## src/design/assert_macros.svh

```systemverilog
// Assertion macros shared by the RTL of the safety checker.
// Defines nothing but property wrappers; no other dependencies.
`ifndef ASSERT_MACROS_SVH
`define ASSERT_MACROS_SVH
`ifndef SYNTH
// Same-cycle implication, disabled during reset.
`define ASSERT_IMP(lbl, clk, rstn, ante, cons) \
  lbl: assert property (@(posedge clk) disable iff (!(rstn)) (ante) |-> (cons)) \
    else $error("same-cycle check failed");
// Next-cycle implication, disabled during reset.
`define ASSERT_NXT(lbl, clk, rstn, ante, cons) \
  lbl: assert property (@(posedge clk) disable iff (!(rstn)) (ante) |=> (cons)) \
    else $error("next-cycle check failed");
`else
`define ASSERT_IMP(lbl, clk, rstn, ante, cons)
`define ASSERT_NXT(lbl, clk, rstn, ante, cons)
`endif
`endif

```

## src/design/bsc_alu.sv

```systemverilog
// Shared add / compare / saturate unit of the safety checker.
// No dependencies.
`default_nettype none
module bsc_alu #(
  parameter int unsigned CountWidth = 16,
  parameter int unsigned WorkWidth  = 19
) (
  input  wire logic [WorkWidth-1:0]  work_i,
  input  wire logic [CountWidth-1:0] held_i,
  input  wire logic [CountWidth-1:0] claim_i,
  output logic      [WorkWidth-1:0]  sum_o,
  output logic                       fits_o
);

  logic [WorkWidth:0] sum_full;

  // held + work >= claim is the same as claim - held <= work, with no borrow.
  assign sum_full = {1'b0, work_i} + (WorkWidth + 1)'(held_i);
  assign fits_o   = sum_full >= (WorkWidth + 1)'(claim_i);
  assign sum_o    = sum_full[WorkWidth] ? '1 : sum_full[WorkWidth-1:0];

endmodule
`default_nettype wire

```

## config.mk

```make
export PLATFORM = sky130hd
export DESIGN_NAME = bsc_alu
export DESIGN_NICKNAME = d
export VERILOG_FILES = /design/src/design/assert_macros.svh /design/src/design/bsc_alu.sv
export SDC_FILE = /design/constraint.sdc
export NUM_CORES = 1
export LEC_CHECK = 0
export BUFFER_PORTS_ARGS = -buffer_cell sky130_fd_sc_hd__buf_2
export CELL_PAD_IN_SITES_DETAIL_PLACEMENT = 1
export CELL_PAD_IN_SITES_GLOBAL_PLACEMENT = 2
export CORE_ASPECT_RATIO = 0.75
export CORE_UTILIZATION = 22
export DETAILED_ROUTE_END_ITERATION = 8
export PLACE_DENSITY = 0.9
export SETUP_SLACK_MARGIN = 0.05
export SLEW_MARGIN = 20
export SYNTH_ARGS = -nofsm -noshare
export SYNTH_HDL_FRONTEND = slang
export SYNTH_SLANG_ARGS = --single-unit
```

## constraint.sdc

```tcl
create_clock -name vclk -period 2.9
set_clock_uncertainty 0.15 [all_clocks]
set_input_delay 0.29 -clock vclk [all_inputs]
set_output_delay 0.29 -clock vclk [all_outputs]
set_load 0.02 [all_outputs]
```

==> flow_summary.yaml, run 1 <==
floorplan:
  core_mm2: 0.00595
  initial_core_util_pct: 23.4
  ios: 71
  fp.dieW_um: 93.9
  die_height_um: 70.9
  num_rows: 24
  dieArea_mm2: 0.00666
timing:
  fin_crit_sh_pct: 115
  setup_violations: 1
  worst_pin_slew_ns: 0.333
  finalWorstSetupSlack_ns: -0.430
  hold_ws_ns: 0.880
  rsz0062_at_grt: "true"
  min_period_ns: 3.33
  timing.fmax_mhz: 300
  slew_headroom_pct: 77.6
  hold_violations: 0
  finalMaxSlewViolations: 0
logic_synthesis:
  yosys_warnings: 0
  synth.avg_cell_area_um2: 7.22
  synth_top_area_cell: "ha_1"
  syn-num-nets: 277
  synth_top_area_share_pct: 28.8
  syn-cell-area_mm2: 0.00139
  synth_seq_area_share_pct: 0
  synth_top_cells_by_count: "ha_1, inv_1, a21oi_1"
  synth_most_common_cell: "ha_1"
  synthesis.instances: 193
  netlist_top_cells_area: "ha_1, a21oi_1, inv_1"
  ys_types: 36
global_route:
  grt_max_degree: 14
  grt_pass1_vias: 1869
  grt_use_total_pct: 15.2
  grt_overflow: 0
  antenna_found_initial: 0
  grt_pass1_wl_um: 8340
finish:
  area_delta_synth_final_pct: 65.3
  finalNonFillerCells: 375
  stdcell_area_mm2: 0.00230
  antenna_cells: 0
  clkbuf_count: 0
  final_util_pct: 38.7
  nets: 383
  regArea_um2: 0
  design.seq.count: 0
  drive_above_1_share_pct: 46.5
  fillCellCount: 775
power:
  power.density_mw_per_mm2: 292
  ir_drop_uv: 76.9
  p_total_uw: 671
  p_leak_uw: 0.00124
detailed_routing:
  dr.pass1.iters: 4
  wl_per_cell_um: 13.5
  drt_iter0_markers: 37
  vias_per_cell: 4.66
  vias: 1746
  finalWirelength_um: 5070
  ant_nets: 0
  drc_errors: 0
outcome:
  violations: "negative setup slack"
  status: "complete, but fails checks"
placed_design:
  gp_congestion: 0.774
  dpl_cell_area_mm2: 0.00224
  port-buffer-count: 71
  place_hpwl_um: 4630
  placed_cells: 374
worst_setup_path:
  cp.required_ns: 2.46
  crit_path_end_kind: "output port"
  worstSetupStartpointType: "primary input"
  cp_max_fo: 3
  worst_ep_arrival_time_ns: 2.89
  critical_path_class: "in2out"
clock_tree:
  holdBufCountCts: 0
flow_run:
  cap_violations: 0
worst_hold_path:
  hp-class: "in2out"
[what timing repair did]
item	4_1_cts	5_1_grt
buffers inserted	1	0
setup endpoints to repair	1	1
cloned	0	0
gates resized for setup	6	6
pin swaps	9	12
[report_power, final]
group          total (µW)  internal, µW  switching, µW
Combinational         671           314            357
Sequential              0             0              0
Clock                   0             0              0
Total                 671           314            357
[critical path, stage by stage]
cell      delay [ns]
buf_6           0.10
ha_4            0.23
a21o_1          0.17
a21oi_2         0.18
o21ai_2         0.11
a31oi_2         0.19
o21ai_2         0.08
xor2_1          0.24
ha_1            0.29
a21o_1          0.16
a21o_1          0.16
a221oi_2        0.25
o211a_1         0.16
nand4_1         0.11
buf_6           0.17
[layout by cell type, fill, tap and decap left out, drive strengths merged, types with 2 or more instances in the layout]
cell      n
a211oi    2
xnor2     9
a31oi     2
nand2b   11
buf     109
o21ai    14
nand3     2
a21o     10
xor2      8
a41o      7
nor2      8
inv      23
nand2    19
a21oi    23
ha       32
o211ai    2
nand4     5
[final timing paths]
kind              slack (ns)       end  cells past startpoint       from
hold / removal          0.88  sum_o[0]                      5  held_i[0]
setup / recovery       -0.43    fits_o                     15  work_i[3]
[through the flow]
| stage | setup slack [ns] | TNS, ns |
|---|---|---|
| floorplan | -0.126 | -0.126 |
| global placement | -0.528 | -0.528 |
| detailed placement | -0.533 | -0.533 |
| CTS | -0.449 | -0.449 |
| global route | -0.578 | -0.578 |
| finish | -0.430 | -0.430 |
[metal layers]
layer	share of wire [%]	vias up	track usage (%)	wire length, µm
li1	-	905	-	-
met1	48	800	20.9	2460
met3	4.2	0	0.645	214
met2	47	41	28.0	2400
met5	0	-	0	0
met4	0	0	0	0
[kinds of logic after synthesis]
logic type,after synthesis,share of synthesized area (%)
adders and majority gates,33,30.2
buffers and inverters,28,8.09
AOI/OAI and AO/OA,67,33.1
and+or+nand+nor,48,18.0
xor gates and xnor gates,17,10.7
[final cells by class]
type                       count  area [µm²]  area share [%]
multi-input combinational    165        1460            63.4
timing repair buffer         109         659            28.6
tap                           78        97.6            4.24
inverter                      23        86.3            3.75
Power figures use the tool's default switching activity.
==> inputs of run 2 (changes only) <==
Settings changed: PLACE_DENSITY 0.9 to unset, PLACE_DENSITY_LB_ADDON set to 0.08.
==> run 2 against run 1 <==
The run still ends with negative setup slack left; die area did not move; worst setup slack improved by 0.035 ns; sequential cell count unchanged; routed wire length fell by 2.2%; sequential share of layout area unchanged; first-iteration DRC count fell by 32%; critical endpoint unchanged.
==> flow_summary.yaml, run 2 (synthesis results as in run 1) <==
detailed_routing:
  drt_iter0_markers: 25
  wl_per_cell_um: 13.1
  dr_wl_met2_um: 2040
  highest_layer: "met3"
  dr.pass1.iters: 4
  finalWirelength_um: 4960
  wl_met1_um: 2770
  drc_errors: 0
  ant_nets: 0
  met3WireLength_um: 156
  vias: 1715
  vias_per_cell: 4.53
outcome:
  status: "complete, but fails checks"
  violations: "negative setup slack"
power:
  ir_drop_uv: 76.7
  p_int_uw: 342
  combPwrFrac_pct: 100.0
  p_sw_share_pct: 52.3
  clkPwrFrac_pct: 0
  switchingPower_uw: 374
  power_frac_seq_pct: 0
  power.density_mw_per_mm2: 303
  p_leak_uw: 0.00127
timing:
  fin_crit_sh_pct: 114
  min_period_ns: 3.29
  hold_ws_ns: 0.886
  setup_violations: 1
  slew_headroom_pct: 79.2
  worst_pin_slew_ns: 0.311
  hold_violations: 0
  timing.fmax_mhz: 304
  rsz0062_at_grt: "true"
  finalMaxSlewViolations: 0
  finalWorstSetupSlack_ns: -0.395
finish:
  clkbuf_count: 0
  design.seq.count: 0
  layout_common_cells: "buf_2, buf_4, inv_1, ha_1, nand2_1"
  nets: 387
  final_util_pct: 39.8
  layout_commonest_cell: "buf_2"
  drive_above_1_share_pct: 48.8
  antenna_cells: 0
  regArea_um2: 0
  area_delta_synth_final_pct: 69.8
global_route:
  grt_pass1_vias: 1746
  grt_pass1_wl_um: 8280
  grt_max_degree: 14
  antenna_found_initial: 0
  grt_overflow: 0
  grt_use_total_pct: 15.1
worst_setup_path:
  critical_path_class: "in2out"
  cp_max_fo: 4
  crit_path_end_kind: "output port"
  cp.required_ns: 2.46
  worstSetupStartpointType: "primary input"
  worst_ep_arrival_time_ns: 2.85
floorplan:
  die_height_um: 70.9
  num_rows: 24
  dieArea_mm2: 0.00666
  initial_core_util_pct: 23.4
  core_mm2: 0.00595
  fp.dieW_um: 93.9
  ios: 71
flow_run:
  cap_violations: 0
placed_design:
  port-buffer-count: 71
  place_hpwl_um: 4480
  gp_congestion: 0.729
worst_hold_path:
  hp-class: "in2out"
## run 2: changes by cell type in the layout (fill, tap and decap cells not counted), moves of 2 or more
cell | previous run | this run
buf_4 | 38 | 43
buf_2 | 68 | 70
a21oi_1 | 18 | 16
buf_6 | 3 | 0
a21oi_2 | 4 | 6
## run 2: per-stage QoR
| stage | setup WS (ns) | std cells | setup TNS, ns | cell area (µm²) | total power [µW] |
|---|---|---|---|---|---|
| floorplan | -0.126 | 193 | -0.126 | 1540 | 408 |
| global placement | -0.493 | 375 | -0.493 | 2250 | 663 |
| detailed placement | -0.525 | 375 | -0.525 | 2250 | 671 |
| CTS | -0.379 | 378 | -0.379 | 2350 | 716 |
| global route | -0.528 | 379 | -0.528 | 2360 | 796 |
| finish | -0.395 | 379 | -0.395 | 2360 | 716 |
## run 2: worst paths after layout
check                  end  cells after the start  slack, ns       from
hold / removal    sum_o[0]                      5       0.89  held_i[0]
setup / recovery    fits_o                     15      -0.39  work_i[3]
## run 2: area by class of cell
type	count	area (µm²)
tap	78	97.6
timing repair buffer	113	673
multi-input combinational	165	1510
fill	761	3580
inverter	23	86.3
## run 2: repair_timing
| action | CTS | global route |
|---|---|---|
| setup buffers | 3 | 1 |
| resized for setup | 14 | 2 |
| pin swaps | 17 | 2 |
| hold buffers | 0 | 0 |
| endpoints found under the setup margin | 1 | 1 |
## run 2: power by group through the flow
stage | combinational (µW) | clock, µW | sequential [µW]
5_1_grt | 796 | 0 | 0
4_1_cts | 716 | 0 | 0
2_1_floorplan | 408 | 0 | 0
3_3_place_gp | 663 | 0 | 0
3_5_place_dp | 671 | 0 | 0
6_report | 716 | 0 | 0
## run 2: worst max-delay path, cell delays in order
cell,delay [ns]
buf_2,0.11
ha_4,0.24
a21o_1,0.17
a21oi_2,0.19
o21ai_4,0.10
a31oi_4,0.16
o21ai_2,0.09
xor2_2,0.24
ha_1,0.28
a21o_1,0.16
a21o_1,0.17
a221oi_2,0.23
o211a_1,0.16
nand4_1,0.08
buf_4,0.18
## run 2: per-layer routing
metal	track usage [%]	up-vias
met5	0	-
met4	0	0
met3	0.323	0
met2	23.5	35
met1	24.1	765
li1	-	915
==> inputs of run 3 (changes only) <==
Settings changed: CELL_PAD_IN_SITES_GLOBAL_PLACEMENT 2 to 1, CORE_UTILIZATION 22 to 30.
==> run 3 against run 2 <==
The flow still finishes with violations (negative setup slack); total power up 0.26%; critical path depth rose by 2; combinational power barely moved; non-clock buffer count is the same; largest power group unchanged; sequential cell count is the same.
==> flow_summary.yaml, run 3 (synthesis results as in run 1) <==
outcome:
  status: "complete, but fails checks"
  violations: "negative setup slack"
timing:
  hold_violations: 0
  finalMaxSlewViolations: 0
  timing.fmax_mhz: 306
  min_period_ns: 3.27
  worst_pin_slew_ns: 0.316
  finalWorstSetupSlack_ns: -0.372
  rsz0062_at_grt: "true"
  fin_crit_sh_pct: 113
  hold_ws_ns: 0.893
  slew_headroom_pct: 78.7
  setup_violations: 1
worst_setup_path:
  cp_cell_sequence: "buf_2 > ha_4 > inv_2 > fa_2 > nand2b_4 > nand2b_1 > a21oi_2 > xnor2_2 > ha_2 > a21o_1 > a21o_1 > a21oi_2 > o31ai_2 > a221oi_2 > o211a_1 > nand4_1 > buf_4"
  critical_path_class: "in2out"
  crit_slowest_cell: "fa_2"
  crit_path_end_kind: "output port"
  worstSetupStartpointType: "primary input"
  cp_max_fo: 2
  worst_ep_arrival_time_ns: 2.83
  cp.required_ns: 2.46
  cp_num_buf_inv: 3
  cp_top_family: "compound AO/OA/AOI/OAI gates"
  slowest_delay_ns: 0.34
floorplan:
  initial_core_util_pct: 31.2
  num_rows: 21
  core_mm2: 0.00447
  dieArea_mm2: 0.00492
  fp.dieW_um: 80.7
  ios: 71
  die_height_um: 61.0
detailed_routing:
  vias: 1752
  vias_per_cell: 4.89
  dr.pass1.iters: 4
  drt_iter0_markers: 74
  wl_per_cell_um: 13.0
  ant_nets: 0
  finalWirelength_um: 4640
  drc_errors: 0
worst_hold_path:
  hp-class: "in2out"
placed_design:
  place_hpwl_um: 4110
  gp_congestion: 0.809
  port-buffer-count: 71
  dpl_cell_area_mm2: 0.00221
global_route:
  grt_max_degree: 14
  grt_overflow: 0
  grt_pass1_vias: 1765
  grt_use_total_pct: 20.3
  grt_pass1_wl_um: 7830
  antenna_found_initial: 0
finish:
  design.seq.count: 0
  fillCellCount: 608
  multi_input_area_mm2: 0.00152
  stdcell_area_mm2: 0.00235
  nets: 387
  antenna_cells: 0
  layout_commonest_cell: "buf_2"
  clkbuf_count: 0
  area_delta_synth_final_pct: 68.8
  regArea_um2: 0
  layout_common_cells: "buf_2, buf_4, inv_1, ha_1, nand2_1"
  drive_above_1_share_pct: 50.5
flow_run:
  cap_violations: 0
power:
  ir_drop_uv: 120
  p_leak_uw: 0.00128
  power.density_mw_per_mm2: 305
clock_tree:
  holdBufCountCts: 0
==> run 3: timing repair <==
action	in CTS	in global routing
setup buffers	4	1
gates resized for setup	20	1
setup endpoints to repair	1	1
pin swaps	22	2
==> run 3: metal layers <==
metal / GRT usage [%] / wire length (µm) / vias up
li1: - / - / 918
met1: 30.2 / 2480 / 797
met2: 34.5 / 2020 / 35
met3: 0.150 / 119 / 2
met4: 1.02 / 21 / 0
met5: 0 / 0 / -
==> run 3: through the flow <==
step	std cells	utilization [%]	setup TNS [ns]	power [µW]	setup slack, ns
final	358	52.6	-0.372	717	-0.372
after global routing	358	52.6	-0.545	794	-0.545
after CTS	357	52.4	-0.360	714	-0.360
after detailed placement	353	49.6	-0.495	659	-0.495
after global placement	353	49.6	-0.476	646	-0.476
after floorplan	193	-	-0.126	408	-0.126
==> run 3: final cells by class <==
class                           count  share of cell area [%]
Multi-Input combinational cell    165                    64.7
Inverter                           23                    3.67
Tap cell                           57                    3.03
Timing Repair Buffer              113                    28.6
==> run 3: path summary, 6_finish.rpt <==
check	from	cells after the start	end
max	held_i[0]	17	fits_o
min	work_i[0]	5	sum_o[0]
==> run 3: tightest hold or removal path: stages <==
cell	delay, ns
buf_2	0.10
ha_4	0.12
inv_1	0.05
nand2_1	0.05
buf_2	0.15
==> run 3: power breakdown <==
group          internal, µW  total [µW]  switching, µW
clock network             0           0              0
registers                 0           0              0
logic                   345         717            372
total                   345         717            372
