===== config.mk =====
export PLATFORM = sky130hd
export DESIGN_NAME = bsc_seq
export DESIGN_NICKNAME = d
export VERILOG_FILES = /design/src/design/assert_macros.svh /design/src/design/bsc_pkg.sv /design/src/design/bsc_seq.sv
export SDC_FILE = /design/constraint.sdc
export NUM_CORES = 1
export LEC_CHECK = 0
export ABC_AREA = 1
export BUFFER_PORTS_ARGS = -buffer_cell sky130_fd_sc_hd__buf_4
export CAP_MARGIN = 20
export CORE_UTILIZATION = 50
export DETAILED_ROUTE_END_ITERATION = 12
export PLACE_DENSITY = 0.72
export SLEW_MARGIN = 20
export SYNTH_ARGS = -nofsm -noshare
export SYNTH_HDL_FRONTEND = slang
export SYNTH_SLANG_ARGS = --single-unit
export TNS_END_PERCENT = 1

===== constraint.sdc =====
create_clock -name clk_i -period 1.8 [get_ports clk_i]
set_input_delay 0.54 -clock clk_i [delete_from_list [all_inputs] [get_ports clk_i]]
set_output_delay 0.54 -clock clk_i [all_outputs]
set_load 0.02 [all_outputs]

===== src/design/assert_macros.svh =====
// Assertion macros shared by the RTL of the safety checker.
// Defines nothing but property wrappers; no other dependencies.
`ifndef ASSERT_MACROS_SVH
`define ASSERT_MACROS_SVH
`ifndef SYNTH
// Same-cycle implication, disabled during reset.
`define ASSERT_IMP(lbl, clk, rstn, ante, cons) \
  lbl: assert property (@(posedge clk) disable iff (!(rstn)) (ante) |-> (cons)) \
    else $error("same-cycle check failed");
// Next-cycle implication, disabled during reset.
`define ASSERT_NXT(lbl, clk, rstn, ante, cons) \
  lbl: assert property (@(posedge clk) disable iff (!(rstn)) (ante) |=> (cons)) \
    else $error("next-cycle check failed");
`else
`define ASSERT_IMP(lbl, clk, rstn, ante, cons)
`define ASSERT_NXT(lbl, clk, rstn, ante, cons)
`endif
`endif


===== src/design/bsc_pkg.sv =====
// Package of the safety checker: payload types, codes, sequencer types.
// No dependencies; used by bsc_seq and the top level.
`default_nettype none
package bsc_pkg;

  localparam int unsigned MaxProcessesDef = 8;
  localparam int unsigned MaxResourcesDef = 4;
  localparam int unsigned CountWidthDef   = 16;

  localparam int unsigned ProcIdWidth    = 3;
  localparam int unsigned ResIdWidth     = 2;
  localparam int unsigned ValueWidth     = 16;
  localparam int unsigned ProcCountWidth = 4;
  localparam int unsigned ResCountWidth  = 3;
  localparam int unsigned CfgDataWidth   = 4;

  localparam logic [ProcCountWidth-1:0] ProcCountReset = 4'd8;
  localparam logic [ResCountWidth-1:0]  ResCountReset  = 3'd4;

  typedef enum logic [1:0] {
    KIND_CLAIM = 2'd0,
    KIND_HELD  = 2'd1,
    KIND_AVAIL = 2'd2,
    KIND_RUN   = 2'd3
  } kind_e;

  typedef enum logic [0:0] {
    CFG_PROCESS_COUNT  = 1'b0,
    CFG_RESOURCE_COUNT = 1'b1
  } cfg_reg_e;

  typedef struct packed {
    kind_e                 kind;
    logic [ProcIdWidth-1:0] process;
    logic [ResIdWidth-1:0]  resource;
    logic [ValueWidth-1:0]  value;
  } bsc_in_t;

  typedef struct packed {
    logic                   entry_valid;
    logic [ProcIdWidth-1:0] process_id;
    logic                   safe;
    logic                   last;
  } bsc_out_t;

  typedef enum logic [3:0] {
    ST_CLEAR  = 4'd0,
    ST_IDLE   = 4'd1,
    ST_SCAN   = 4'd2,
    ST_FIT_RD = 4'd3,
    ST_FIT_EV = 4'd4,
    ST_REL_RD = 4'd5,
    ST_REL_EV = 4'd6,
    ST_NEXT   = 4'd7,
    ST_EMIT   = 4'd8
  } seq_state_e;

  // Strobes from the sequencer to the datapath.
  typedef struct packed {
    logic clear_wr;
    logic idle;
    logic run_init;
    logic release_wr;
    logic mark_done;
    logic emit;
    logic emit_safe;
    logic emit_last;
  } seq_ctrl_t;

  // Status from the datapath to the sequencer.
  typedef struct packed {
    logic run_go;
    logic fits;
    logic p_finished;
    logic out_take;
  } seq_stat_t;

endpackage
`default_nettype wire


===== src/design/bsc_seq.sv =====
// Sequencer of the safety checker: table clearing, scan passes, result emission.
// Depends on bsc_pkg.
`default_nettype none
module bsc_seq import bsc_pkg::*; #(
  parameter int unsigned MaxProcesses = MaxProcessesDef,
  parameter int unsigned MaxResources = MaxResourcesDef,
  localparam int unsigned Depth     = MaxProcesses * MaxResources,
  localparam int unsigned AddrWidth = (Depth > 1) ? $clog2(Depth) : 1,
  localparam int unsigned PIdxW     = (MaxProcesses > 1) ? $clog2(MaxProcesses) : 1,
  localparam int unsigned RIdxW     = (MaxResources > 1) ? $clog2(MaxResources) : 1
) (
  input  wire logic                      clk_i,
  input  wire logic                      rst_ni,
  input  wire logic [ProcCountWidth-1:0] process_count_i,
  input  wire logic [ResCountWidth-1:0]  resource_count_i,
  input  wire seq_stat_t                 stat_i,
  output seq_ctrl_t                      ctrl_o,
  output logic      [PIdxW-1:0]          p_o,
  output logic      [RIdxW-1:0]          r_o,
  output logic      [PIdxW-1:0]          total_idx_o,
  output logic      [PIdxW-1:0]          emit_idx_o,
  output logic      [AddrWidth-1:0]      clr_addr_o
);

  localparam int unsigned NW = $clog2(MaxProcesses + 1);
  localparam int unsigned MW = $clog2(MaxResources + 1);

  seq_state_e           state_q, state_d;
  logic [PIdxW-1:0]     p_q, p_d;
  logic [RIdxW-1:0]     r_q, r_d;
  logic [NW-1:0]        n_q, n_d;
  logic [MW-1:0]        m_q, m_d;
  logic [NW-1:0]        total_q, total_d;
  logic                 progress_q, progress_d;
  logic                 unsafe_q, unsafe_d;
  logic [PIdxW-1:0]     emit_q, emit_d;
  logic [AddrWidth-1:0] clr_q, clr_d;

  logic [NW-1:0] n_run;
  logic [MW-1:0] m_run;
  logic          r_last, p_last, emit_last, clr_last, all_done;

  // Clamp the configured counts into 1..MAX.
  always_comb begin
    if (process_count_i == '0) begin
      n_run = NW'(1);
    end else if (int'(process_count_i) > int'(MaxProcesses)) begin
      n_run = NW'(MaxProcesses);
    end else begin
      n_run = NW'(process_count_i);
    end
    if (resource_count_i == '0) begin
      m_run = MW'(1);
    end else if (int'(resource_count_i) > int'(MaxResources)) begin
      m_run = MW'(MaxResources);
    end else begin
      m_run = MW'(resource_count_i);
    end
  end

  assign r_last    = (MW'(r_q) + MW'(1)) == m_q;
  assign p_last    = (NW'(p_q) + NW'(1)) == n_q;
  assign emit_last = (NW'(emit_q) + NW'(1)) == n_q;
  assign clr_last  = clr_q == AddrWidth'(Depth - 1);
  assign all_done  = total_q == n_q;

  // Next state.
  always_comb begin
    state_d = state_q;
    case (state_q)
      ST_CLEAR:  if (clr_last) state_d = ST_IDLE;
      ST_IDLE:   if (stat_i.run_go) state_d = ST_SCAN;
      ST_SCAN:   state_d = stat_i.p_finished ? ST_NEXT : ST_FIT_RD;
      ST_FIT_RD: state_d = ST_FIT_EV;
      ST_FIT_EV: begin
        if (!stat_i.fits) begin
          state_d = ST_NEXT;
        end else if (r_last) begin
          state_d = ST_REL_RD;
        end else begin
          state_d = ST_FIT_RD;
        end
      end
      ST_REL_RD: state_d = ST_REL_EV;
      ST_REL_EV: state_d = r_last ? ST_NEXT : ST_REL_RD;
      ST_NEXT: begin
        if (!p_last) begin
          state_d = ST_SCAN;
        end else if (!all_done && progress_q) begin
          state_d = ST_SCAN;
        end else begin
          state_d = ST_EMIT;
        end
      end
      ST_EMIT: begin
        if (stat_i.out_take && (unsafe_q || emit_last)) state_d = ST_IDLE;
      end
      default:   state_d = ST_IDLE;
    endcase
  end

  // Strobes.
  always_comb begin
    ctrl_o = '0;
    case (state_q)
      ST_CLEAR: ctrl_o.clear_wr = 1'b1;
      ST_IDLE: begin
        ctrl_o.idle     = 1'b1;
        ctrl_o.run_init = stat_i.run_go;
      end
      ST_REL_EV: begin
        ctrl_o.release_wr = 1'b1;
        ctrl_o.mark_done  = r_last;
      end
      ST_EMIT: begin
        ctrl_o.emit      = 1'b1;
        ctrl_o.emit_safe = !unsafe_q;
        ctrl_o.emit_last = unsafe_q || emit_last;
      end
      default: ctrl_o = '0;
    endcase
  end

  // Counters.
  always_comb begin
    p_d        = p_q;
    r_d        = r_q;
    n_d        = n_q;
    m_d        = m_q;
    total_d    = total_q;
    progress_d = progress_q;
    unsafe_d   = unsafe_q;
    emit_d     = emit_q;
    clr_d      = clr_q;
    case (state_q)
      ST_CLEAR: clr_d = clr_q + AddrWidth'(1);
      ST_IDLE: begin
        if (stat_i.run_go) begin
          n_d        = n_run;
          m_d        = m_run;
          p_d        = '0;
          r_d        = '0;
          total_d    = '0;
          progress_d = 1'b0;
        end
      end
      ST_SCAN: r_d = '0;
      ST_FIT_EV: begin
        if (stat_i.fits) r_d = r_last ? '0 : r_q + RIdxW'(1);
      end
      ST_REL_EV: begin
        if (r_last) begin
          total_d    = total_q + NW'(1);
          progress_d = 1'b1;
        end else begin
          r_d = r_q + RIdxW'(1);
        end
      end
      ST_NEXT: begin
        if (!p_last) begin
          p_d = p_q + PIdxW'(1);
        end else if (all_done) begin
          unsafe_d = 1'b0;
          emit_d   = '0;
        end else if (progress_q) begin
          p_d        = '0;
          progress_d = 1'b0;
        end else begin
          unsafe_d = 1'b1;
          emit_d   = '0;
        end
      end
      ST_EMIT: begin
        if (stat_i.out_take && !emit_last) emit_d = emit_q + PIdxW'(1);
      end
      default: clr_d = clr_q;
    endcase
  end

  always_ff @(posedge clk_i or negedge rst_ni) begin
    if (!rst_ni) begin
      state_q    <= ST_CLEAR;
      p_q        <= '0;
      r_q        <= '0;
      n_q        <= '0;
      m_q        <= '0;
      total_q    <= '0;
      progress_q <= 1'b0;
      unsafe_q   <= 1'b0;
      emit_q     <= '0;
      clr_q      <= '0;
    end else begin
      state_q    <= state_d;
      p_q        <= p_d;
      r_q        <= r_d;
      n_q        <= n_d;
      m_q        <= m_d;
      total_q    <= total_d;
      progress_q <= progress_d;
      unsafe_q   <= unsafe_d;
      emit_q     <= emit_d;
      clr_q      <= clr_d;
    end
  end

  assign p_o         = p_q;
  assign r_o         = r_q;
  assign total_idx_o = total_q[PIdxW-1:0];
  assign emit_idx_o  = emit_q;
  assign clr_addr_o  = clr_q;

endmodule
`default_nettype wire


==> summary.txt <==
Synth
  – Post-Syn Instances: 259
  – Synthesized area per cell: roughly 7.4 um2
  – Yosys reg bits: 30
  – Share of the synthesized area in the top cell type: approximately 39%
  – Post-Synthesis Cell Area: 1930 um2
  – Async SR Flop Fraction: 100%
  – Sequential-to-total area share from yosys stat: between 30% and 40%
  – Ys flop type: dfrtp_1
  – Cell accounting for the most synthesized area: dfrtp_1
  – Yosys warns: 0
  – Syn_nets: ~280
  – Number of synthesized flops with an enable pin: 0
  – Synth top area cells: dfrtp_1 (39%), nand2_1 (16%), inv_1 (7.0%)
  – Post-synth cell types: 34
  – Most instantiated library cell after synthesis: nand2_1
  – Synth top cells by count: nand2_1 (82), inv_1 (36), dfrtp_1 (30)

GRT
  – Global-route wire length before repair: roughly 7.7 mm
  – Gr usage total: 24.5%
  – Vias in the first global route: approximately 1800
  – Largest net degree at the start of global routing: 31
  – GRT Residual Overflow: 0
  – Antenna violations before repair: 0

Final layout
  – Layout cells sized above 1: approximately a third
  – Area occupied by multi-input gates: between 1000 and 1500 um2
  – ANT cells: 0
  – Nets: 335
  – Area Overhead vs Synth: 32.2%
  – Register area: approximately 760 um2
  – Design area: 2540 um2
  – Non-filler cells, final: ~370
  – Fillers: roughly 330

Clocking
  – CTS max path bufs: 2
  – Clock Tree Root: clkbuf_8
  – Num CTS Buffers: 5
  – Clock slew at reported path FFs: about 60 ps
  – CTS tree: done
  – CTS sink cnt: 30
  – H-tree levels: 2
  – Skew-Pair Late Insertion Delay: 280 ps
  – Hold Buf Count CTS: 0

Critical path
  – Reg-to-reg slack, setup: 100 ps
  – R2r endpoint: emit_idx_o[0]
  – Critical Path RT: 1260 ps
  – Worst path arrival time: about 1600 ps
  – Setup crit start kind: register
  – Largest fanout on the critical path: 2
  – R2R depth: 11
  – Worst flop-to-flop path startpoint: emit_idx_o[0]
  – CP endpoint kind: output port
  – Kind of critical path: register to output port

Timing
  – Final Hold Fails: 0
  – Minimum clock period: roughly 2100 ps
  – Setup Skew: approximately 2.2 ps
  – Final critical-path setup slack: -331 ps
  – Fmax: roughly 0.47 GHz
  – Rel. slew slack: approximately 74%
  – Max-slew violation count: 0
  – Hold_ws: ~180 ps
  – Unrepaired setup endpoints after global routing: yes
  – Fin crit share: 118%
  – Least-Margin Pin Slew: roughly 390 ps
  – Setup-failing EPs final: 5

Floorplan
  – Area of the core: approximately 3700 um2
  – Starting density of the core: 52.2%
  – # rows: 22
  – Die Y: approximately 64 um
  – Die ar.: between 4000 and 5000 um2
  – Die Span X: about 64 um
  – IO Count: 37

Outcome
  – Status: complete, but fails checks
  – Failing checks: negative setup slack

Routing
  – Vias/cell: a little over 5
  – DR iter-0 viols: just over 90
  – Vias: about 1800
  – DRC viols: 0
  – Post-Route WL: about 4.4 mm
  – Drt first pass iters: 4
  – Routed Antenna Nets: 0
  – Post-DR wirelength/cell: roughly 12 um

Place
  – Post-detail-place hpwl: about 3.3 mm
  – Cell area after placement: between 2000 and 2500 um2
  – Input/output buffers: 36
  – Placed insts: about 360
  – Routability Congestion: 0.813

Hold path
  – Hold Crit Class: primary input to asynchronous set/reset pin

Power and ir drop
  – Max rail drop VDD: between 0.9 and 1 mV
  – Pwr Density: between 1500 and 2000 nW/um2
  – Pleak: between 1 and 1.5 nW

Flow run
  – MaxCap Viol Count: 0
==> per-layer routing <==
| metal | vias to the layer above | GRT usage [%] | wire (um) |
|---|---|---|---|
| met1 | 836 | 31.9 | 2010 |
| met5 | - | 0 | 0 |
| met4 | 0 | 12.8 | 87 |
| met3 | 9 | 5.18 | 255 |
| met2 | 56 | 38.0 | 2030 |
| li1 | 937 | - | - |
==> flip-flops by register name (all words and copies together) (netlist names), 2 cells and up <==
signal and cells:
total_q 4, clr_addr_o 5, r_o 2, p_o 3
state_q 4, emit_idx_o 3, m_q 3, n_q 4
==> layout make-up <==
| type | instances | area share, % |
|---|---|---|
| multi-input cells | 181 | 41.1 |
| flip-flops and latches | 30 | 29.7 |
| repair buffers | 55 | 16.8 |
| inverters | 43 | 6.49 |
| clock buffers | 7 | 3.39 |
| well taps | 48 | 2.36 |
| clock inverters | 1 | 0.197 |
==> logic make-up after synthesis <==
group,share of synthesized area [%]
compound gates,7.60
xor+xnor,2.73
fa+ha+maj,3.90
buf+inv,10.6
flops,39.0
simple gates,36.2
==> stage by stage <==
step / worst slack [ps] / total power [mW] / util [%] / TNS [ps]
global placement: -21.1 / 3.22 / 64.9 / -25.2
floorplan: -67.3 / 2.57 / - / -187
finish: -331 / 3.92 / 69.0 / -918
global route: -402 / 4.24 / 69.0 / -1570
CTS: -342 / 3.88 / 67.8 / -1060
detailed placement: -36.7 / 3.26 / 64.9 / -47.6
==> placed cells by master, fill, tap and decap left out, drive strengths merged <==
master and n:
nor3 5, dfrtp 30, nand3 27, xnor2 4, buf 55, clkbuf 7
and3 1, ha 6, or2 1, clkinv 3, nand2 86, a21oi 9
xor2 2, o21ai 10, inv 41, nand4 4, a22o 1, nor2 20
o2111ai 1, o22ai 3, o211ai 1
==> where the power goes <==
part	switching, mW	leakage [nW]	total [mW]	internal (mW)
Clock	0.264	0.0482	0.572	0.308
Combinational	1.28	0.937	2.19	0.906
Sequential	0.248	0.386	1.16	0.911
Total	1.79	1.37	3.92	2.13
==> how the worst max path moves through the flow <==
stage	startpoint	endpoint	slack, ps
after floorplan	emit_idx_o[0]	ctrl_o[0]	-70
after global placement	emit_idx_o[1]	ctrl_o[0]	-20
after detailed placement	emit_idx_o[0]	ctrl_o[0]	-40
after CTS	emit_idx_o[0]	ctrl_o[0]	-340
after global routing	emit_idx_o[1]	ctrl_o[0]	-400
final	emit_idx_o[0]	ctrl_o[0]	-330
==> critical path, stage by stage, from the launching register on <==
cell and delay (ps):
dfrtp_2 420, ha_4 270, inv_2 30, nand2_1 40
nand2_1 60, nor2_2 90, nand3_2 110, a21oi_4 160
buf_6 120
==> what timing repair did <==
action / CTS / global route
resized for setup: 8 / 10
buffers inserted: 0 / 1
pin swaps: 1 / 2
setup endpoints to repair: 7 / 12
gates cloned: 0 / 0
No activity file was read; power rests on OpenSTA's default activity.
