### src/design/assert_macros.svh
// Assertion macros shared by the RTL of the safety checker.
// Defines nothing but property wrappers; no other dependencies.
`ifndef ASSERT_MACROS_SVH
`define ASSERT_MACROS_SVH
`ifndef SYNTH
// Same-cycle implication, disabled during reset.
`define ASSERT_IMP(lbl, clk, rstn, ante, cons) \
  lbl: assert property (@(posedge clk) disable iff (!(rstn)) (ante) |-> (cons)) \
    else $error("same-cycle check failed");
// Next-cycle implication, disabled during reset.
`define ASSERT_NXT(lbl, clk, rstn, ante, cons) \
  lbl: assert property (@(posedge clk) disable iff (!(rstn)) (ante) |=> (cons)) \
    else $error("next-cycle check failed");
`else
`define ASSERT_IMP(lbl, clk, rstn, ante, cons)
`define ASSERT_NXT(lbl, clk, rstn, ante, cons)
`endif
`endif

### src/design/bsc_ram.sv
// Generic single-port RAM with registered read.
// No dependencies.
`default_nettype none
module bsc_ram #(
  parameter int unsigned Width = 16,
  parameter int unsigned Depth = 32,
  localparam int unsigned AddrWidth = (Depth > 1) ? $clog2(Depth) : 1
) (
  input  wire logic                 clk_i,
  input  wire logic                 we_i,
  input  wire logic [AddrWidth-1:0] addr_i,
  input  wire logic [Width-1:0]     wdata_i,
  output logic      [Width-1:0]     rdata_o
);

  logic [Width-1:0] mem_q [Depth];
  logic [Width-1:0] rdata_q;

  always_ff @(posedge clk_i) begin
    if (we_i) begin
      mem_q[addr_i] <= wdata_i;
    end
    rdata_q <= mem_q[addr_i];
  end

  assign rdata_o = rdata_q;

endmodule
`default_nettype wire

### config.mk
export PLATFORM = sky130hd
export DESIGN_NAME = bsc_ram
export DESIGN_NICKNAME = d
export VERILOG_FILES = /design/src/design/assert_macros.svh /design/src/design/bsc_ram.sv
export SDC_FILE = /design/constraint.sdc
export NUM_CORES = 1
export LEC_CHECK = 0
export BUFFER_PORTS_ARGS = -buffer_cell sky130_fd_sc_hd__buf_2
export CAP_MARGIN = 20
export CORE_AREA = 2 2 262 316
export DETAILED_ROUTE_END_ITERATION = 7
export DIE_AREA = 0 0 264 318
export PLACE_DENSITY = 0.48
export RECOVER_POWER = 25
export SYNTH_ARGS = -nofsm -noshare
export SYNTH_HDL_FRONTEND = slang
export SYNTH_SLANG_ARGS = --single-unit
### constraint.sdc
create_clock -name clk_i -period 4.45 [get_ports clk_i]
set_clock_uncertainty 0.15 [all_clocks]
set_input_delay 1.335 -clock clk_i [delete_from_list [all_inputs] [get_ports clk_i]]
set_output_delay 1.335 -clock clk_i [all_outputs]
set_load 0.005 [all_outputs]
==> results of run 1 <==
per-layer routing:
layer | global-route usage (%) | share of wire [%] | up-vias
met5 | 0 | 0.045 | -
met3 | 2.524 | 4.8 | 88
met4 | 4.470 | 3.3 | 4
met2 | 19.98 | 47 | 226
met1 | 15.98 | 44 | 5295
li1 | - | - | 4635
through the flow:
stage	instance area [um^2]	cells	setup slack (ps)	power, W	util [%]
2_1_floorplan	20050	1086	489.6	0.005897	-
3_3_place_gp	21940	2191	206.5	0.006162	27.04
3_5_place_dp	21940	2191	219.3	0.006167	27.04
4_1_cts	23720	2295	865.4	0.01068	29.23
5_1_grt	23710	2295	757.7	0.01090	29.21
6_report	23720	2300	845.2	0.01055	29.23
registers in the layout (all words and copies together) (netlist names):
register	cells
mem_q	512
rdata_o	16
power breakdown:
part	internal [W]	switching, W	total, W
Sequential	0.00554	0.0000281	0.00556
Clock	0.00262	0.00188	0.00450
Combinational	0.000166	0.000323	0.000490
area by class of cell:
| type | instances | area share (%) |
|---|---|---|
| Antenna cell | 5 | 0.05275 |
| Timing Repair Buffer | 117 | 3.497 |
| Sequential cell | 528 | 66.17 |
| Tap cell | 1053 | 5.555 |
| Clock buffer | 78 | 6.599 |
| Multi-Input combinational cell | 493 | 17.24 |
| Clock inverter | 26 | 0.8862 |
worst reg2reg max path, cell delays in order (launching register included):
cell and delay, ps:
edfxtp_1 350, mux2i_1 150, o22ai_1 150, nor4_1 1040, nand2_1 120
path summary, 6_finish.rpt:
| path | start | to | slack (ps) | cells past startpoint |
|---|---|---|---|---|
| hold reg to reg | mem_q[30][14]$_DFFE_PP_ | rdata_o[14]$_DFF_P_ | 500 | 4 |
| hold / removal | mem_q[30][14]$_DFFE_PP_ | rdata_o[14]$_DFF_P_ | 500 | 4 |
| setup / recovery | addr_i[2] | rdata_o[11]$_DFF_P_ | 850 | 6 |
| setup reg to reg | mem_q[10][11]$_DFFE_PP_ | rdata_o[11]$_DFF_P_ | 2320 | 4 |
placed cells by master, fill, tap and decap left out, drive strengths merged:
cell      synthesis  routed
mux2i           256     256
nand4bb           6       6
or3b              3       3
edfxtp          512     512
nor3              4       4
or3               1       1
bufinv            0       3
nor2             29      29
clkbuf           12      89
nand2            18      18
nand3             2       2
inv               0       2
o22ai           128     128
diode             0       5
dfxtp            16      16
buf              53     106
nor4             32      32
clkinvlp          0       2
nand4             1       1
or4b              4       4
clkinv            0      19
or4               1       1
nand4b            4       4
nand3b            4       4
cells by family after synthesis:
| group | count (synthesis) | share of synthesized area (%) |
|---|---|---|
| mux | 256 | 12.78 |
| simple gates | 109 | 3.139 |
| flops | 528 | 78.28 |
| buf+inv | 65 | 1.772 |
| compound gates | 128 | 4.025 |
==> flow_results.xml, run 1 <==
<?xml version="1.0" encoding="UTF-8"?>
<metrics>
  <group name="status">
    <metric name="status" unit="">finished, violations left</metric>
    <metric name="violated_checks" unit="">capacitance limit</metric>
  </group>
  <group name="flow_run">
    <metric name="max_cap_violations" unit="">2</metric>
  </group>
  <group name="pwr">
    <metric name="power.ir.vdd_worst" unit="mV">0.2689</metric>
    <metric name="total_leakage_power" unit="nW">8.049</metric>
    <metric name="p_per_area" unit="mW/mm^2">445.0</metric>
  </group>
  <group name="setup_path">
    <metric name="cp_slowest_stage_delay" unit="ps">1040</metric>
    <metric name="timing.critical_path.cells" unit="">buf_2 -&gt; or4b_1 -&gt; buf_4 -&gt; o22ai_1 -&gt; nor4_1 -&gt; nand2_1</metric>
    <metric name="worst_setup_path_start_kind" unit="">input pin</metric>
    <metric name="critical_path_arrival" unit="ps">3890</metric>
    <metric name="timing.critical_path.fanout_max" unit="">27</metric>
    <metric name="critical_path_class" unit="">in -&gt; reg</metric>
    <metric name="crit_family" unit="">simple AND/OR/NAND/NOR gates</metric>
    <metric name="critical_path_required" unit="ps">4740</metric>
    <metric name="worstSetupEndpointType" unit="">flip-flop</metric>
    <metric name="cp_num_buf_inv" unit="">2</metric>
    <metric name="critical-path-slowest-cell" unit="">nor4_1</metric>
  </group>
  <group name="placed_design">
    <metric name="detailed_place_hpwl" unit="mm">31.04</metric>
    <metric name="gp_routability_congestion" unit="">0.7473</metric>
    <metric name="portBuffers" unit="">38</metric>
  </group>
  <group name="layout">
    <metric name="layout-area-overhead-vs-synth" unit="%">18.30</metric>
    <metric name="fill_cells" unit="">8048</metric>
    <metric name="multiInputGateArea" unit="mm^2">0.004089</metric>
    <metric name="area.sequential" unit="mm^2">0.01570</metric>
    <metric name="nNetsFinal" unit="">1219</metric>
    <metric name="final_layout_size_suffix_gt1_share" unit="%">17.95</metric>
  </group>
  <group name="floorplanning">
    <metric name="initial_standard_cell_utilization_of_the_core" unit="%">24.71</metric>
    <metric name="area_enclosed_by_the_die_boundary" unit="mm^2">0.08395</metric>
    <metric name="chipWidth" unit="um">264</metric>
    <metric name="core" unit="mm^2">0.08115</metric>
    <metric name="floorplan.die.height" unit="um">318</metric>
    <metric name="pin_count" unit="">39</metric>
    <metric name="rows" unit="">115</metric>
  </group>
  <group name="synthesis">
    <metric name="yosys_register_bits" unit="">528</metric>
    <metric name="yosysWarnings" unit="">0</metric>
    <metric name="synth_nets" unit="">1109</metric>
    <metric name="synth_largest_type_area_fraction" unit="%">76.68</metric>
    <metric name="netlist_area" unit="mm^2">0.02005</metric>
    <metric name="synth_top_flop_cell" unit="">edfxtp_1</metric>
    <metric name="syn_area_per_cell" unit="um^2">18.46</metric>
    <metric name="synth-async-reset-ratio" unit="%">0</metric>
    <metric name="yosys.cell_types.count" unit="">25</metric>
    <metric name="synthCells" unit="">1086</metric>
    <metric name="synth_edf_count" unit="">512</metric>
    <metric name="synthDominantAreaCellType" unit="">edfxtp_1</metric>
    <metric name="synth.top_cells.by_count" unit="">edfxtp_1, mux2i_1, o22ai_1</metric>
    <metric name="ys_seq_area_share" unit="%">78.28</metric>
    <metric name="synth.area.top_cells" unit="">edfxtp_1, mux2i_1, o22ai_1</metric>
    <metric name="most_frequently_used_cell_type_in_the_post_synthesis_netlist" unit="">edfxtp_1</metric>
  </group>
  <group name="sta">
    <metric name="setup_repair_after_global_routing_missed_its_margin" unit="">false</metric>
    <metric name="worst_slew_pin_slew" unit="ps">1495</metric>
    <metric name="final.period_utilization" unit="%">81.01</metric>
    <metric name="setup_viol" unit="">0</metric>
    <metric name="drv_slew" unit="">0</metric>
    <metric name="max_freq" unit="MHz">277.4</metric>
    <metric name="final-hold-violation-count" unit="">0</metric>
    <metric name="timing.setup.tns" unit="ps">0</metric>
    <metric name="timing.max_slew.rel_slack" unit="%">0.3128</metric>
    <metric name="period_needed" unit="ps">3605</metric>
    <metric name="final.hold.worst_slack" unit="ps">500.1</metric>
  </group>
  <group name="grt">
    <metric name="first_global_vias" unit="">10400</metric>
    <metric name="grt_pass1_wl" unit="mm">74.22</metric>
    <metric name="groute.usage.overall" unit="%">12.22</metric>
    <metric name="grt_start_max_net_pins" unit="">58</metric>
    <metric name="initial_antenna_violation_count" unit="">4</metric>
    <metric name="overflow" unit="">0</metric>
  </group>
  <group name="clock_tree">
    <metric name="cts.sinks" unit="">528</metric>
    <metric name="number_of_cts_inserted_buffers" unit="">56</metric>
    <metric name="cts_root_buf" unit="">clkbuf_16</metric>
    <metric name="clock_buffer_depth" unit="">3</metric>
    <metric name="tritoncts_clock_tree" unit="">yes</metric>
    <metric name="htreeDepth" unit="">2</metric>
    <metric name="ctsHoldBuffers" unit="">0</metric>
    <metric name="post_cts_buffers" unit="">0</metric>
    <metric name="clk_transition_reported_paths" unit="ps">60</metric>
    <metric name="clk-insertion-delay-late" unit="ps">610</metric>
    <metric name="cts_resized" unit="">0</metric>
  </group>
  <group name="routing">
    <metric name="detail_route.wirelength" unit="mm">51.45</metric>
    <metric name="vias_per_cell" unit="">4.456</metric>
    <metric name="detailedRoute.firstPassIterationCount" unit="">5</metric>
    <metric name="drc" unit="">0</metric>
    <metric name="antenna_violating_nets_post_route" unit="">0</metric>
    <metric name="wire_per_inst" unit="um">22.37</metric>
    <metric name="num_vias" unit="">10250</metric>
    <metric name="drtIter0Drc" unit="">796</metric>
  </group>
  <group name="min_path">
    <metric name="timing.hold.worst.class" unit="">reg -&gt; reg</metric>
  </group>
</metrics>
No activity file was read; power rests on OpenSTA's default activity.
==> run 2, diff against run 1 <==
ABC_AREA = 1   (was unset)
CORE_AREA = 2 2 274 330   (was 2 2 262 316)
DIE_AREA = 0 0 276 332   (was 0 0 264 318)
clock period = 3.8 ns   (was 4.45 ns; I/O delays follow)
==> run 2 against run 1 <==
Compared with the run above:
- the run ends with DRC, capacitance limit, slew limit left
- combinational power is 47% higher
- area after synthesis grew 9.4%
- utilization decreased by 0.73 points
- via count grew 36%
- clock-buffer cell count is 22 lower
- register-to-register slack worse by 30 ps
- wire length is 12% higher
- hold slack gained 47 ps
- die area grew 9.1%
- global-route usage grew 0.27 points
- largest power group unchanged
- highest routed layer unchanged
==> flow_results.xml, run 2 <==
<?xml version="1.0" encoding="UTF-8"?>
<metrics>
  <group name="status">
    <metric name="status" unit="">finished, violations left</metric>
    <metric name="violated_checks" unit="">DRC, capacitance limit, slew limit</metric>
  </group>
  <group name="setup_path">
    <metric name="cp_slowest_stage_delay" unit="ps">430</metric>
    <metric name="timing.critical_path.cells" unit="">buf_4 -&gt; inv_4 -&gt; buf_4 -&gt; nand2_1 -&gt; nand2_1 -&gt; nand2_1 -&gt; nand2_1 -&gt; nor2_1 -&gt; nand2_1</metric>
    <metric name="critical-path-slowest-cell" unit="">buf_4</metric>
    <metric name="timing.critical_path.fanout_max" unit="">58</metric>
    <metric name="cp_num_buf_inv" unit="">3</metric>
    <metric name="crit_family" unit="">buffers and inverters</metric>
    <metric name="worst_setup_path_start_kind" unit="">input pin</metric>
    <metric name="startpoint_of_the_worst_slack_reg_to_reg_timing_path" unit="">mem_q[1][6]$_DFFE_PP_</metric>
    <metric name="worst-r2r-cell-count" unit="">8</metric>
    <metric name="cpMostUsedCell" unit="">nand2_1</metric>
    <metric name="critical_path_arrival" unit="ps">3180</metric>
    <metric name="timing.critical_path.depth" unit="">9</metric>
    <metric name="critical_path_required" unit="ps">4110</metric>
    <metric name="worstSetupEndpointType" unit="">flip-flop</metric>
    <metric name="rrSetupSlack" unit="ps">2290</metric>
    <metric name="timing.rr.end" unit="">rdata_o[6]$_DFF_P_</metric>
    <metric name="critical_path_class" unit="">in -&gt; reg</metric>
  </group>
  <group name="pwr">
    <metric name="total_leakage_power" unit="nW">10.22</metric>
    <metric name="p_per_area" unit="mW/mm^2">498.7</metric>
    <metric name="power.ir.vdd_worst" unit="mV">0.3088</metric>
  </group>
  <group name="routing">
    <metric name="num_vias" unit="">13940</metric>
    <metric name="vias_per_cell" unit="">4.185</metric>
    <metric name="antenna_violating_nets_post_route" unit="">0</metric>
    <metric name="detail_route.wirelength" unit="mm">57.84</metric>
    <metric name="wire_per_inst" unit="um">17.37</metric>
    <metric name="drtIter0Drc" unit="">1042</metric>
    <metric name="drc" unit="">4</metric>
    <metric name="detailroute.wirelength.met3" unit="mm">2.083</metric>
    <metric name="detailedRoute.firstPassIterationCount" unit="">7</metric>
    <metric name="highest_metal_layer_with_signal_wires" unit="">met5</metric>
    <metric name="met1_wl" unit="mm">24.62</metric>
    <metric name="met2RoutedLength" unit="mm">29.83</metric>
  </group>
  <group name="sta">
    <metric name="drv_slew" unit="">330</metric>
    <metric name="final.period_utilization" unit="%">75.48</metric>
    <metric name="final-hold-violation-count" unit="">0</metric>
    <metric name="timing.max_slew.rel_slack" unit="%">-18.46</metric>
    <metric name="setup_viol" unit="">0</metric>
    <metric name="max_freq" unit="MHz">348.6</metric>
    <metric name="period_needed" unit="ps">2868</metric>
    <metric name="timing.setup.tns" unit="ps">0</metric>
    <metric name="worst_slew_pin_slew" unit="ps">1777</metric>
    <metric name="setup_repair_after_global_routing_missed_its_margin" unit="">false</metric>
  </group>
  <group name="min_path">
    <metric name="min_delay_path_depth" unit="">8</metric>
    <metric name="holdCritStartpoint" unit="">mem_q[4][13]$_DFFE_PP_</metric>
    <metric name="min_delay_worst_endpoint" unit="">rdata_o[13]$_DFF_P_</metric>
    <metric name="timing.hold.worst.class" unit="">reg -&gt; reg</metric>
  </group>
  <group name="clock_tree">
    <metric name="cts.sinks" unit="">528</metric>
    <metric name="clock_buffer_depth" unit="">3</metric>
    <metric name="clk-insertion-delay-late" unit="ps">600</metric>
    <metric name="ctsHoldBuffers" unit="">0</metric>
    <metric name="cts_resized" unit="">0</metric>
    <metric name="cts_root_buf" unit="">clkbuf_16</metric>
    <metric name="post_cts_buffers" unit="">0</metric>
    <metric name="number_of_cts_inserted_buffers" unit="">50</metric>
    <metric name="htreeDepth" unit="">2</metric>
    <metric name="clk_transition_reported_paths" unit="ps">60</metric>
    <metric name="tritoncts_clock_tree" unit="">yes</metric>
  </group>
  <group name="layout">
    <metric name="final_layout_size_suffix_gt1_share" unit="%">9.300</metric>
    <metric name="layout-area-overhead-vs-synth" unit="%">15.07</metric>
    <metric name="largest-register" unit="">mem_q</metric>
    <metric name="number_of_flip_flops_in_the_largest_register" unit="">512</metric>
    <metric name="most_frequent_cells_in_the_layout" unit="">nand2_1, edfxtp_1, buf_4</metric>
    <metric name="nNetsFinal" unit="">2154</metric>
    <metric name="mostFrequentLayoutCell" unit="">nand2_1</metric>
    <metric name="finalCoreUtilization" unit="%">28.50</metric>
    <metric name="antenna_cells_inserted" unit="">0</metric>
  </group>
  <group name="floorplanning">
    <metric name="chipWidth" unit="um">276</metric>
    <metric name="initial_standard_cell_utilization_of_the_core" unit="%">24.77</metric>
    <metric name="core" unit="mm^2">0.08859</metric>
    <metric name="area_enclosed_by_the_die_boundary" unit="mm^2">0.09163</metric>
    <metric name="floorplan.die.height" unit="um">332</metric>
    <metric name="rows" unit="">120</metric>
    <metric name="pin_count" unit="">39</metric>
  </group>
  <group name="synthesis">
    <metric name="netlist_area" unit="mm^2">0.02194</metric>
    <metric name="ys_seq_area_share" unit="%">71.53</metric>
    <metric name="yosys.cell_types.count" unit="">14</metric>
    <metric name="syn_area_per_cell" unit="um^2">10.58</metric>
    <metric name="yosysWarnings" unit="">0</metric>
    <metric name="synth_top_flop_cell" unit="">edfxtp_1</metric>
    <metric name="synth-async-reset-ratio" unit="%">0</metric>
    <metric name="synth_edf_count" unit="">512</metric>
    <metric name="synth_largest_type_area_fraction" unit="%">70.07</metric>
    <metric name="synth_nets" unit="">2097</metric>
    <metric name="synthCells" unit="">2074</metric>
    <metric name="synthDominantAreaCellType" unit="">edfxtp_1</metric>
    <metric name="yosys_register_bits" unit="">528</metric>
    <metric name="synth.top_cells.by_count" unit="">nand2_1, edfxtp_1, nor2_1</metric>
    <metric name="synth.area.top_cells" unit="">edfxtp_1, nand2_1, buf_6</metric>
    <metric name="most_frequently_used_cell_type_in_the_post_synthesis_netlist" unit="">nand2_1</metric>
  </group>
  <group name="grt">
    <metric name="first_global_vias" unit="">13910</metric>
    <metric name="grt_start_max_net_pins" unit="">99</metric>
    <metric name="grt_pass1_wl" unit="mm">87.46</metric>
    <metric name="groute.usage.overall" unit="%">12.49</metric>
    <metric name="overflow" unit="">0</metric>
    <metric name="initial_antenna_violation_count" unit="">3</metric>
  </group>
  <group name="placed_design">
    <metric name="detailed_place_hpwl" unit="mm">34.65</metric>
    <metric name="portBuffers" unit="">38</metric>
    <metric name="gp_routability_congestion" unit="">0.7937</metric>
  </group>
  <group name="flow_run">
    <metric name="max_cap_violations" unit="">10</metric>
  </group>
</metrics>
## run 2: cell types whose count changed in the layout (fill, tap and decap cells not counted), moves of 14 or more
| cell | before | now |
|---|---|---|
| buf_4 | 75 | 59 |
| mux2i_1 | 256 | 0 |
| nor4_1 | 32 | 0 |
| o22ai_1 | 127 | 0 |
| nor2_2 | 28 | 14 |
| nor2_1 | 1 | 50 |
| nand2_1 | 18 | 1360 |
## run 2: how the worst max path moves through the flow
| stage | from | end |
|---|---|---|
| floorplan | addr_i[0] | mem_q[14][0]$_DFFE_PP_ |
| global placement | addr_i[1] | rdata_o[5]$_DFF_P_ |
| detailed placement | addr_i[1] | rdata_o[5]$_DFF_P_ |
| CTS | addr_i[1] | rdata_o[5]$_DFF_P_ |
| global route | addr_i[1] | rdata_o[5]$_DFF_P_ |
| finish | addr_i[1] | rdata_o[5]$_DFF_P_ |
## run 2: metrics by stage
stage / worst slack, ps / instances / area, um^2 / total power, W / hold WS, ps
2_1_floorplan: 685.7 / 2074 / 21940 / 0.007049 / 495.3
3_3_place_gp: 362.6 / 3238 / 23510 / 0.007368 / 543.2
3_5_place_dp: 333.4 / 3238 / 23510 / 0.007372 / 529.4
4_1_cts: 964.3 / 3331 / 25260 / 0.01274 / 550.3
5_1_grt: 809.7 / 3331 / 25250 / 0.01301 / 620.2
6_report: 931.6 / 3331 / 25250 / 0.01259 / 546.8
## run 2: worst reg2reg max path, cell delays in order, from the launching register on
cell and delay, ps:
edfxtp_1 360, nand2_1 70, nand2_1 70, nand2_1 60, nand2_1 50, nand2_1 50, nand2_1 50, nor2_1 350
nand2_1 150
## run 2: kinds of logic (layout without fill, tap and decap cells)
logic type / after synthesis / after routing / share of synthesized area [%]
DFF: 528 / 528 / 71.53
and+or+nand+nor: 1436 / 1436 / 25.09
buffers and inverters: 110 / 208 / 3.376
## run 2: area by class of cell
class / count / area [um^2]
Clock buffer: 56 / 1315
Clock inverter: 37 / 437.9
Fill cell: 9239 / 63340
Inverter: 13 / 63.81
Multi-Input combinational cell: 1436 / 5540
Sequential cell: 528 / 15700
Tap cell: 1159 / 1450
Timing Repair Buffer: 102 / 744.5
## run 2: layer usage
layer,track usage [%],up-vias
li1,-,6825
met1,15.39,6797
met2,22.73,227
met3,1.646,85
met4,3.581,6
met5,0,-
## run 2: where the power goes
part           internal, W  switching (W)  total (W)
sequential         0.00648      0.0000331    0.00651
combinational     0.000177       0.000542   0.000719
clock              0.00317        0.00219    0.00536
==> run 3, diff against run 2 <==
clock period = 2.9 ns   (was 3.8 ns; I/O delays follow)
==> run 3 against run 2 <==
Compared with the run above:
- the flow still finishes with violations (DRC, capacitance limit, slew limit)
- combinational power is 35% higher
- sequential power increased by 31%
- sequential cell count did not move
- critical path type is now reg -> out
- critical endpoint is now rdata_o[3]
==> flow_results.xml, run 3 (same netlist as run 2, synthesis figures left out) <==
<?xml version="1.0" encoding="UTF-8"?>
<metrics>
  <group name="routing">
    <metric name="antenna_violating_nets_post_route" unit="">0</metric>
    <metric name="highest_metal_layer_with_signal_wires" unit="">met5</metric>
    <metric name="num_vias" unit="">13940</metric>
    <metric name="met1_wl" unit="mm">24.84</metric>
    <metric name="drc" unit="">8</metric>
    <metric name="vias_per_cell" unit="">4.156</metric>
    <metric name="drtIter0Drc" unit="">903</metric>
    <metric name="detailroute.wirelength.met3" unit="mm">2.175</metric>
    <metric name="detail_route.wirelength" unit="mm">57.02</metric>
    <metric name="wire_per_inst" unit="um">16.99</metric>
    <metric name="detailedRoute.firstPassIterationCount" unit="">7</metric>
    <metric name="met2RoutedLength" unit="mm">28.63</metric>
  </group>
  <group name="sta">
    <metric name="setup_viol" unit="">0</metric>
    <metric name="max_freq" unit="MHz">438.1</metric>
    <metric name="setup_repair_after_global_routing_missed_its_margin" unit="">false</metric>
    <metric name="timing.max_slew.rel_slack" unit="%">-26.63</metric>
    <metric name="final.period_utilization" unit="%">78.70</metric>
    <metric name="timing.setup.tns" unit="ps">0</metric>
    <metric name="final-hold-violation-count" unit="">0</metric>
    <metric name="final.hold.worst_slack" unit="ps">563.9</metric>
    <metric name="drv_slew" unit="">396</metric>
    <metric name="period_needed" unit="ps">2282</metric>
    <metric name="worst_slew_pin_slew" unit="ps">1900</metric>
  </group>
  <group name="pwr">
    <metric name="power.ir.vdd_worst" unit="mV">0.4617</metric>
    <metric name="total_leakage_power" unit="nW">10.35</metric>
    <metric name="p_per_area" unit="mW/mm^2">649.7</metric>
  </group>
  <group name="setup_path">
    <metric name="worstSetupEndpointType" unit="">primary output</metric>
    <metric name="crit_family" unit="">flip-flops</metric>
    <metric name="critical-path-slowest-cell" unit="">dfxtp_1</metric>
    <metric name="timing.critical_path.cells" unit="">buf_2</metric>
    <metric name="critical_path_required" unit="ps">1880</metric>
    <metric name="rrSetupSlack" unit="ps">1400</metric>
    <metric name="crit_end" unit="">rdata_o[3]</metric>
    <metric name="cp_num_buf_inv" unit="">1</metric>
    <metric name="critical_path_arrival" unit="ps">1260</metric>
    <metric name="critical_path_class" unit="">reg -&gt; out</metric>
    <metric name="cp_slowest_stage_delay" unit="ps">490</metric>
    <metric name="timing.critical_path.fanout_max" unit="">1</metric>
    <metric name="worst-r2r-cell-count" unit="">8</metric>
    <metric name="timing.critical_path.depth" unit="">1</metric>
    <metric name="startpoint_of_the_worst_slack_reg_to_reg_timing_path" unit="">mem_q[31][5]$_DFFE_PP_</metric>
    <metric name="setup.worst_path.start" unit="">rdata_o[3]$_DFF_P_</metric>
    <metric name="timing.rr.end" unit="">rdata_o[5]$_DFF_P_</metric>
    <metric name="worst_setup_path_start_kind" unit="">flip-flop</metric>
  </group>
  <group name="layout">
    <metric name="number_of_flip_flops_in_the_largest_register" unit="">512</metric>
    <metric name="final_cell_area" unit="mm^2">0.02550</metric>
    <metric name="mostFrequentLayoutCell" unit="">nand2_1</metric>
    <metric name="final_layout_size_suffix_gt1_share" unit="%">10.16</metric>
    <metric name="layout.cells.non_filler" unit="">3355</metric>
    <metric name="most_frequent_cells_in_the_layout" unit="">nand2_1, edfxtp_1, buf_4</metric>
    <metric name="nNetsFinal" unit="">2174</metric>
    <metric name="layout-area-overhead-vs-synth" unit="%">16.24</metric>
    <metric name="largest-register" unit="">mem_q</metric>
  </group>
  <group name="grt">
    <metric name="groute.usage.overall" unit="%">12.48</metric>
    <metric name="first_global_vias" unit="">14320</metric>
    <metric name="overflow" unit="">0</metric>
    <metric name="initial_antenna_violation_count" unit="">4</metric>
    <metric name="grt_start_max_net_pins" unit="">84</metric>
    <metric name="grt_pass1_wl" unit="mm">87.83</metric>
  </group>
  <group name="status">
    <metric name="status" unit="">finished, violations left</metric>
    <metric name="violated_checks" unit="">DRC, capacitance limit, slew limit</metric>
  </group>
  <group name="clock_tree">
    <metric name="cts_root_buf" unit="">clkbuf_16</metric>
    <metric name="clock_buffer_depth" unit="">3</metric>
    <metric name="post_cts_buffers" unit="">0</metric>
    <metric name="tritoncts_clock_tree" unit="">yes</metric>
    <metric name="cts_resized" unit="">0</metric>
    <metric name="clk-insertion-delay-late" unit="ps">600</metric>
    <metric name="cts.sinks" unit="">528</metric>
    <metric name="ctsHoldBuffers" unit="">0</metric>
    <metric name="htreeDepth" unit="">2</metric>
    <metric name="clk_transition_reported_paths" unit="ps">60</metric>
    <metric name="number_of_cts_inserted_buffers" unit="">52</metric>
  </group>
  <group name="floorplanning">
    <metric name="area_enclosed_by_the_die_boundary" unit="mm^2">0.09163</metric>
    <metric name="core" unit="mm^2">0.08859</metric>
    <metric name="chipWidth" unit="um">276</metric>
    <metric name="initial_standard_cell_utilization_of_the_core" unit="%">24.77</metric>
    <metric name="floorplan.die.height" unit="um">332</metric>
    <metric name="pin_count" unit="">39</metric>
    <metric name="rows" unit="">120</metric>
  </group>
  <group name="flow_run">
    <metric name="max_cap_violations" unit="">12</metric>
  </group>
  <group name="min_path">
    <metric name="timing.hold.worst.class" unit="">reg -&gt; reg</metric>
  </group>
  <group name="placed_design">
    <metric name="gp_routability_congestion" unit="">0.8077</metric>
    <metric name="detailed_place_hpwl" unit="mm">35.34</metric>
    <metric name="portBuffers" unit="">38</metric>
    <metric name="postPlaceCellArea" unit="mm^2">0.02372</metric>
    <metric name="dp_cells" unit="">3256</metric>
  </group>
</metrics>
==> run 3: changes by cell type in the layout (fill, tap and decap cells not counted), sizes merged <==
cell,change
clkinv,+2
diode,+1
buf,+16
clkinvlp,-1
bufinv,-2
clkbuf,+8
==> run 3: worst min-delay path by stage <==
| stage | from | endpoint | slack (ps) | depth (start not counted) |
|---|---|---|---|---|
| 2_1_floorplan | mem_q[4][0]$_DFFE_PP_ | rdata_o[0]$_DFF_P_ | 500 | 8 |
| 3_3_place_gp | mem_q[0][5]$_DFFE_PP_ | rdata_o[5]$_DFF_P_ | 550 | 8 |
| 3_5_place_dp | mem_q[13][13]$_DFFE_PP_ | rdata_o[13]$_DFF_P_ | 550 | 8 |
| 4_1_cts | mem_q[13][13]$_DFFE_PP_ | rdata_o[13]$_DFF_P_ | 570 | 8 |
| 5_1_grt | mem_q[13][13]$_DFFE_PP_ | rdata_o[13]$_DFF_P_ | 640 | 8 |
| 6_report | mem_q[14][8]$_DFFE_PP_ | rdata_o[8]$_DFF_P_ | 560 | 8 |
==> run 3: metrics by stage <==
stage / power, W / utilization [%] / setup WS, ps
4_1_cts: 0.01677 / 28.81 / 550.1
3_3_place_gp: 0.009683 / 26.77 / 165.6
2_1_floorplan: 0.009237 / - / 55.67
3_5_place_dp: 0.009689 / 26.77 / 177.4
5_1_grt: 0.01720 / 28.79 / 530.8
6_report: 0.01657 / 28.79 / 617.6
==> run 3: power by group <==
part           leakage [nW]  total, W  switching, W  internal [W]
registers              4.75   0.00853     0.0000389       0.00849
clock network         0.888   0.00707       0.00290       0.00417
logic                  4.72  0.000972      0.000719      0.000253
==> run 3: routing by layer <==
metal | GRT usage [%] | vias to the layer above
li1 | - | 6874
met1 | 15.78 | 6748
met2 | 22.22 | 231
met3 | 1.752 | 81
met4 | 3.441 | 8
met5 | 0 | -
==> run 3: cell type report <==
type / count / area (um^2)
multi-input cells: 1436 / 5540
clock buffers: 62 / 1401
inverters: 13 / 63.81
repair buffers: 120 / 952.2
flip-flops and latches: 528 / 15700
fillers: 9201 / 63080
clock inverters: 36 / 399.1
well taps: 1159 / 1450
diodes: 1 / 2.502
